$ cat src/rtl/upd_pkg.sv
package upd_pkg;

    localparam int unsigned ByteW = 8;

    localparam logic [ByteW-1:0] ChPercent = 8'h25;
    localparam logic [ByteW-1:0] ChPlus    = 8'h2B;
    localparam logic [ByteW-1:0] ChSpace   = 8'h20;
    localparam logic [ByteW-1:0] ChNine    = 8'h39;
    localparam logic [ByteW-1:0] ChZed     = 8'h5A;
    localparam logic [ByteW-1:0] ChZero    = 8'h30;
    localparam logic [ByteW-1:0] ChUpperA  = 8'h41;
    localparam logic [ByteW-1:0] ChLowerA  = 8'h61;
    localparam logic [ByteW-1:0] NibbleTen = 8'd10;

    // escape progress
    typedef enum logic [1:0] {
        PH_IDLE    = 2'd0,
        PH_PERCENT = 2'd1,
        PH_FIRST   = 2'd2
    } phase_t;

    // result count of one item
    typedef logic [1:0] res_cnt_t;

    function automatic logic [ByteW-1:0] plain_map(input logic [ByteW-1:0] b);
        plain_map = (b == ChPlus) ? ChSpace : b;
    endfunction

    // signed compare: top-bit-set bytes count as below '9'
    function automatic logic [ByteW-1:0] nibble_of(input logic [ByteW-1:0] b);
        if (b[ByteW-1] || (b <= ChNine)) begin
            nibble_of = b - ChZero;
        end
        else if (b <= ChZed) begin
            nibble_of = b - ChUpperA + NibbleTen;
        end
        else begin
            nibble_of = b - ChLowerA + NibbleTen;
        end
    endfunction

endpackage

$ cat src/rtl/url_percent_decoder_unit.sv
// URL percent decoder (form-urlencoded). One encoded byte per input item, tlast
// on the final byte of a string; decoded bytes leave on the master side with
// tlast on the final decoded byte. '+' becomes a space, "%hh" becomes one byte
// with no hex check, and a '%' cut short by the end of the string is passed
// literally. Items pass through the input register and then the two-entry
// result buffer. Throughput is one item per cycle while the master side is
// ready; the only other stall comes when a '%' and a single final byte yield
// two results at once and the buffer still holds one after the pop. Master
// backpressure reaches s_axis_tready combinationally via the buffer fill check.
module url_percent_decoder_unit (
    input  logic                     clk,
    input  logic                     rst_n,
    input  logic [upd_pkg::ByteW-1:0] s_axis_tdata,  // [7:0] in_byte
    input  logic                     s_axis_tlast,  // end_of_string
    input  logic                     s_axis_tvalid,
    output logic                     s_axis_tready,
    output logic [upd_pkg::ByteW-1:0] m_axis_tdata,  // [7:0] out_byte
    output logic                     m_axis_tlast,  // out_last
    output logic                     m_axis_tvalid,
    input  logic                     m_axis_tready
);
    import upd_pkg::*;

    // input register
    logic             in_valid_reg, in_valid_next;
    logic [ByteW-1:0] in_byte_reg;
    logic             in_last_reg;

    // escape state
    phase_t           phase_reg, phase_next;
    logic [ByteW-1:0] first_hex_reg, first_hex_next;

    // two-entry result buffer, entry 0 is the head
    logic [ByteW-1:0] buf_data_reg [2];
    logic [ByteW-1:0] buf_data_next [2];
    logic             buf_last_reg [2];
    logic             buf_last_next [2];
    logic [1:0]       buf_cnt_reg, buf_cnt_next;

    // results of the item in the input register
    res_cnt_t         res_n;
    logic [ByteW-1:0] res0_data, res1_data;
    logic             res0_last, res1_last;

    // nibble values of the escape bytes
    logic [ByteW-1:0] hi_nib;
    logic [ByteW-1:0] lo_nib;

    logic             pop;
    logic [1:0]       rem_cnt;
    logic             consume;
    logic             accept;

    assign pop     = (buf_cnt_reg != 2'd0) && m_axis_tready;
    assign rem_cnt = buf_cnt_reg - {1'b0, pop};
    // the item leaves the input register once its results fit in the buffer
    assign consume = in_valid_reg && (({1'b0, rem_cnt} + {1'b0, res_n}) <= 3'd2);
    assign s_axis_tready = !in_valid_reg || consume;
    assign accept  = s_axis_tvalid && s_axis_tready;

    assign m_axis_tvalid = (buf_cnt_reg != 2'd0);
    assign m_axis_tdata  = buf_data_reg[0];
    assign m_axis_tlast  = buf_last_reg[0];

    assign hi_nib = nibble_of(first_hex_reg);
    assign lo_nib = nibble_of(in_byte_reg);

    // next state
    always_comb
    begin
        phase_next     = phase_reg;
        first_hex_next = first_hex_reg;
        if (consume) begin
            unique case (phase_reg)
                PH_PERCENT: begin
                    if (in_last_reg) begin
                        phase_next = PH_IDLE;
                    end
                    else begin
                        phase_next     = PH_FIRST;
                        first_hex_next = in_byte_reg;
                    end
                end
                PH_FIRST: begin
                    phase_next = PH_IDLE;
                end
                default: begin
                    if ((in_byte_reg == ChPercent) && !in_last_reg) begin
                        phase_next = PH_PERCENT;
                    end
                    else begin
                        phase_next = PH_IDLE;
                    end
                end
            endcase
        end
    end

    // results
    always_comb
    begin
        res_n     = 2'd1;
        res0_data = plain_map(in_byte_reg);
        res0_last = in_last_reg;
        res1_data = plain_map(in_byte_reg);
        res1_last = 1'b1;
        unique case (phase_reg)
            PH_PERCENT: begin
                // '%' then the final byte: both go out literally
                res_n     = in_last_reg ? 2'd2 : 2'd0;
                res0_data = ChPercent;
                res0_last = 1'b0;
            end
            PH_FIRST: begin
                res0_data = {hi_nib[3:0], 4'h0} | lo_nib;
            end
            default: begin
                if (in_byte_reg == ChPercent) begin
                    res_n     = in_last_reg ? 2'd1 : 2'd0;
                    res0_data = ChPercent;
                end
            end
        endcase
        if (!in_valid_reg) begin
            res_n = 2'd0;
        end
    end

    // buffer update
    always_comb
    begin
        buf_data_next[0] = pop ? buf_data_reg[1] : buf_data_reg[0];
        buf_last_next[0] = pop ? buf_last_reg[1] : buf_last_reg[0];
        buf_data_next[1] = buf_data_reg[1];
        buf_last_next[1] = buf_last_reg[1];
        buf_cnt_next     = rem_cnt;
        if (consume) begin
            buf_cnt_next = rem_cnt + res_n;
            if (res_n == 2'd2) begin
                buf_data_next[0] = res0_data;
                buf_last_next[0] = res0_last;
                buf_data_next[1] = res1_data;
                buf_last_next[1] = res1_last;
            end
            else if (res_n == 2'd1) begin
                buf_data_next[rem_cnt[0]] = res0_data;
                buf_last_next[rem_cnt[0]] = res0_last;
            end
        end
    end

    assign in_valid_next = accept || (in_valid_reg && !consume);

    always_ff @(posedge clk or negedge rst_n)
    begin
        if (!rst_n) begin
            in_valid_reg  <= 1'b0;
            phase_reg     <= PH_IDLE;
            first_hex_reg <= '0;
            buf_cnt_reg   <= 2'd0;
        end
        else begin
            in_valid_reg  <= in_valid_next;
            phase_reg     <= phase_next;
            first_hex_reg <= first_hex_next;
            buf_cnt_reg   <= buf_cnt_next;
        end
    end

    always_ff @(posedge clk)
    begin
        if (accept) begin
            in_byte_reg <= s_axis_tdata;
            in_last_reg <= s_axis_tlast;
        end
        buf_data_reg[0] <= buf_data_next[0];
        buf_data_reg[1] <= buf_data_next[1];
        buf_last_reg[0] <= buf_last_next[0];
        buf_last_reg[1] <= buf_last_next[1];
    end

    a_buf_bound: assert property (@(posedge clk) disable iff (!rst_n)
        buf_cnt_reg <= 2'd2)
        else $error("result buffer overfilled");

    a_pair_fits: assert property (@(posedge clk) disable iff (!rst_n)
        (consume && (res_n == 2'd2)) |-> (rem_cnt == 2'd0))
        else $error("two results taken without room");

    a_end_clears: assert property (@(posedge clk) disable iff (!rst_n)
        (consume && in_last_reg) |=> (phase_reg == PH_IDLE))
        else $error("escape left pending after end of string");

    a_phase_legal: assert property (@(posedge clk) disable iff (!rst_n)
        phase_reg != 2'd3)
        else $error("unused escape phase reached");

endmodule
$ cat config.mk
export PLATFORM = sky130hd
export DESIGN_NAME = url_percent_decoder_unit
export DESIGN_NICKNAME = d
export VERILOG_FILES = /design/src/rtl/upd_pkg.sv /design/src/rtl/url_percent_decoder_unit.sv
export SDC_FILE = /design/constraint.sdc
export NUM_CORES = 1
export LEC_CHECK = 0
export ABC_CLOCK_PERIOD_IN_PS = 4340
export BUFFER_PORTS_ARGS = -buffer_cell sky130_fd_sc_hd__buf_2
export CAP_MARGIN = 20
export CORE_MARGIN = 2
export CORE_UTILIZATION = 60
export CTS_CLUSTER_SIZE = 12
export DETAILED_ROUTE_END_ITERATION = 10
export PLACE_DENSITY = 0.8
export SYNTH_ARGS = -nofsm -noshare
export SYNTH_HDL_FRONTEND = slang
export SYNTH_SLANG_ARGS = --single-unit
export TNS_END_PERCENT = 5
$ cat constraint.sdc
create_clock -name clk -period 4.34 [get_ports clk]
set_input_delay 0.434 -clock clk [delete_from_list [all_inputs] [get_ports clk]]
set_output_delay 0.434 -clock clk [all_outputs]
set_load 0.01 [all_outputs]
==> impl_metrics.csv <==
group,metric,value,unit
synth,syn_area,0.00264,mm^2
placed_design,dp_slack,0.638,ns
die,start_util,61.4,%
placed_design,placedCellCount,335,
pwr,p_seq_share,38.0,%
cts,cts.sinks,40,
flow_run,max_cap_viol_count,0,
cts,clk_pin_slew,0.07,ns
grt,grt.total_usage,23.2,%
placed_design,port_buffers,23,
timing,final.min_clock_period,3.77,ns
synth,synth_xor_area_share,1.33,%
pwr,internal_power,0.00114,W
setup_path,worstPathArrival,3.33,ns
cts,cts_setup_buffers,0,
timing,drv_slew,0,
pwr,p_sw_share,41.9,%
timing,clock.fmax,266,MHz
cts,ctsResizeCount,0,
synth,synth_fa_ha_area_share,8.35,%
synth,ys_warn_count,0,
timing,finalSetupViolCount,0,
layout,instances_no_fill,343,
routing,drt-wirelength-per-cell,15.4,um
die,std_cell_rows,24,
routing,ant_nets,0,
timing,fin_ws,0.575,ns
cts,clk_latency,0.30,ns
setup_path,cp_max_fo,8,
synth,synth_edf_count,18,
synth,syn-instance-count,279,
grt,grt_pass1_wl,8910,um
timing,maxSlewHeadroom,54.3,%
timing,skew,0.00781,ns
timing,rsz0062_at_grt,"false",
routing,via_per_inst,6.00,
setup_path,r2r_end,"first_hex_reg[6]$_DFFE_PN0P_",
synth,synthDistinctLibCells,59,
synth,synthFlopType,"edfxtp_1",
grt,antenna_found_initial,0,
placed_design,hpwl,4020,um
timing,finalHoldViolCount,0,
layout,areaGrowthSynthToFinish,6.17,%
pwr,p_leak,1.18,nW
layout,postLayoutCellArea,0.00280,mm^2
setup_path,critical_path_class,"flop to primary output",
cts,cts_tree,"done",
layout,drive_above_1_share,18.6,%
layout,fin_util,65.2,%
cts,postCtsHoldBufs,0,
synth,syn_avg_cell_area,9.45,um^2
synth,synth_mux_area_share,6.17,%
layout,num_antenna_cells,0,
synth,synth_top_family_by_area,"compound AO/OA/AOI/OAI gates",
synth,synth_compound_area_share,22.3,%
layout,seqCellArea,0.00105,mm^2
setup_path,timing.rr.start,"in_byte_reg[4]$_DFFE_PP_",
die,die-width,70.3,um
die,core_region_area,0.00429,mm^2
die,die_area,0.00494,mm^2
routing,route.detailed.drc,0,
synth,synth-seq-cells,40,
setup_path,r2r_slack,0.63,ns
cts,cts_buffer_depth,2,
layout,largest_register_ffs,16,
placed_design,dpl_cell_area,0.00271,mm^2
cts,clockRootBuffer,"clkbuf_8",
pwr,powerDensity,700,mW/mm^2
timing,tns,0,ns
synth,synthSimpleGateAreaFrac,14.9,%
layout,filler_cell_count,328,
synth,async_flop_share,32.5,%
grt,grt_pass1_vias,1919,
cts,htreeDepth,2,
layout,nets,320,
pwr,clkPwrFrac,12.9,%
pwr,irDropWorstVdd,0.354,mV
timing,worst_slew_pin_slew,0.683,ns
setup_path,start_kind,"flop",
status,outcome,"complete, no violations",
worst_hold_path,hp-class,"primary input to async pin",
placed_design,place.gp.congestion,0.938,
synth,synth_seq_area_share,39.7,%
die,ios,24,
grt,gr-total-overflow,0,
timing,fin_crit_sh,86.8,%
routing,routed_wl,5270,um
routing,drt-initial-drc-count,233,
routing,route.vias.total,2059,
pwr,p_switching,0.000821,W
cts,cts-buffers-inserted,5,
setup_path,cp-end-kind,"primary output",
layout,multi_input_area,0.00140,mm^2
synth,syn_nets,309,
pwr,comb_power_share,49.1,%
die,die_y,70.3,um
setup_path,reg2reg_depth,13,
grt,grt_max_degree,19,
routing,dr.pass1.iters,4,
setup_path,crit_required,3.91,ns
==> power by group through the flow <==
stage / logic, W / clock network (W) / registers (W)
floorplan: 0.000824 / 0 / 0.000693
global placement: 0.000937 / 0 / 0.000745
detailed placement: 0.000959 / 0 / 0.000751
CTS: 0.000964 / 0.000258 / 0.000744
global route: 0.00107 / 0.000272 / 0.000768
finish: 0.000962 / 0.000253 / 0.000744
==> cells by family (layout without fill, tap and decap cells) <==
group / after synthesis / after routing
compound gates: 85 / 85
simple gates: 78 / 78
flops: 40 / 40
buf+inv: 40 / 52
fa+ha+maj: 17 / 17
mux: 15 / 15
xor+xnor: 4 / 4
==> layout by cell type, fill, tap and decap left out, types with 5 or more instances in the layout <==
| master | instances |
|---|---|
| dfxtp_1 | 9 |
| o21ai_0 | 8 |
| o21ai_1 | 22 |
| inv_1 | 18 |
| mux2_2 | 10 |
| ha_1 | 16 |
| edfxtp_1 | 18 |
| dfrtp_1 | 13 |
| nand2b_1 | 5 |
| mux2i_1 | 5 |
| a32oi_1 | 6 |
| nand2_1 | 30 |
| a21oi_1 | 12 |
| nor2_1 | 17 |
| buf_2 | 23 |
| clkbuf_8 | 6 |
==> cells in the mapped netlist, drive strengths merged (2+ instances only) <==
cell type | instances | area [um^2]
nand3b | 2 | 15.0
edfxtp | 18 | 541
nor3b | 2 | 20.0
nand2b | 5 | 31.3
o31a | 2 | 17.5
nor2 | 17 | 63.8
nor2b | 3 | 18.8
mux2 | 10 | 113
dfxtp | 9 | 180
a21o | 3 | 22.5
mux2i | 5 | 50.1
xnor2 | 4 | 35.0
o21a | 2 | 15.0
dfrtp | 13 | 325
or2 | 6 | 40.0
a22o | 2 | 17.5
buf | 15 | 100
ha | 16 | 200
nand2 | 30 | 113
nand3 | 3 | 15.0
clkbuf | 6 | 22.5
a21oi | 12 | 60.1
inv | 19 | 71.3
o211ai | 5 | 47.5
and2 | 5 | 33.8
o21ba | 2 | 20.0
a32oi | 6 | 52.6
a211oi | 6 | 55.1
o21ai | 30 | 150
a31oi | 2 | 12.5
o22ai | 2 | 12.5
==> area by class of cell <==
type | instances | share of cell area, %
inverter | 19 | 2.55
timing repair buffer | 25 | 4.65
multi-input combinational | 199 | 49.9
clock buffer | 8 | 3.22
sequential | 40 | 37.4
tap | 52 | 2.32
==> per-layer routing <==
layer	GRT usage [%]	share of wire (%)	vias up
li1	-	-	1012
met1	30.9	43	937
met2	36.8	47	100
met3	5.19	8.0	10
met4	8.76	1.9	0
met5	0	0	-
==> how the worst max path moves through the flow <==
stage	end	depth (start not counted)	startpoint	slack, ns
after floorplan	buf_data_reg[0][4]$_DFF_P_	15	in_byte_reg[4]$_DFFE_PP_	0.84
after global placement	buf_data_reg[0][12]$_DFFE_PP_	10	buf_cnt_reg[1]$_DFF_PN0_	0.73
after detailed placement	first_hex_reg[6]$_DFFE_PN0P_	13	in_byte_reg[4]$_DFFE_PP_	0.64
after CTS	s_axis_tready	13	in_byte_reg[4]$_DFFE_PP_	0.56
after global routing	s_axis_tready	13	in_byte_reg[4]$_DFFE_PP_	0.36
final	s_axis_tready	13	in_byte_reg[4]$_DFFE_PP_	0.57
==> metrics by stage <==
stage	power [W]	hold slack [ns]
finish	0.00196	0.00468
global placement	0.00168	0.338
floorplan	0.00152	0.138
detailed placement	0.00171	0.340
CTS	0.00197	0.0164
global route	0.00212	0.0226
==> worst max-delay path, cell delays in order (launching register included) <==
cell,delay [ns]
edfxtp_1,0.52
inv_1,0.15
ha_1,0.14
or3b_4,0.39
or2_4,0.25
nor3b_2,0.21
nor2_1,0.07
and2_4,0.17
ha_1,0.19
inv_1,0.07
fa_1,0.45
o21ai_0,0.18
nand2_1,0.10
buf_2,0.15
(Power assumes the default switching activity.)
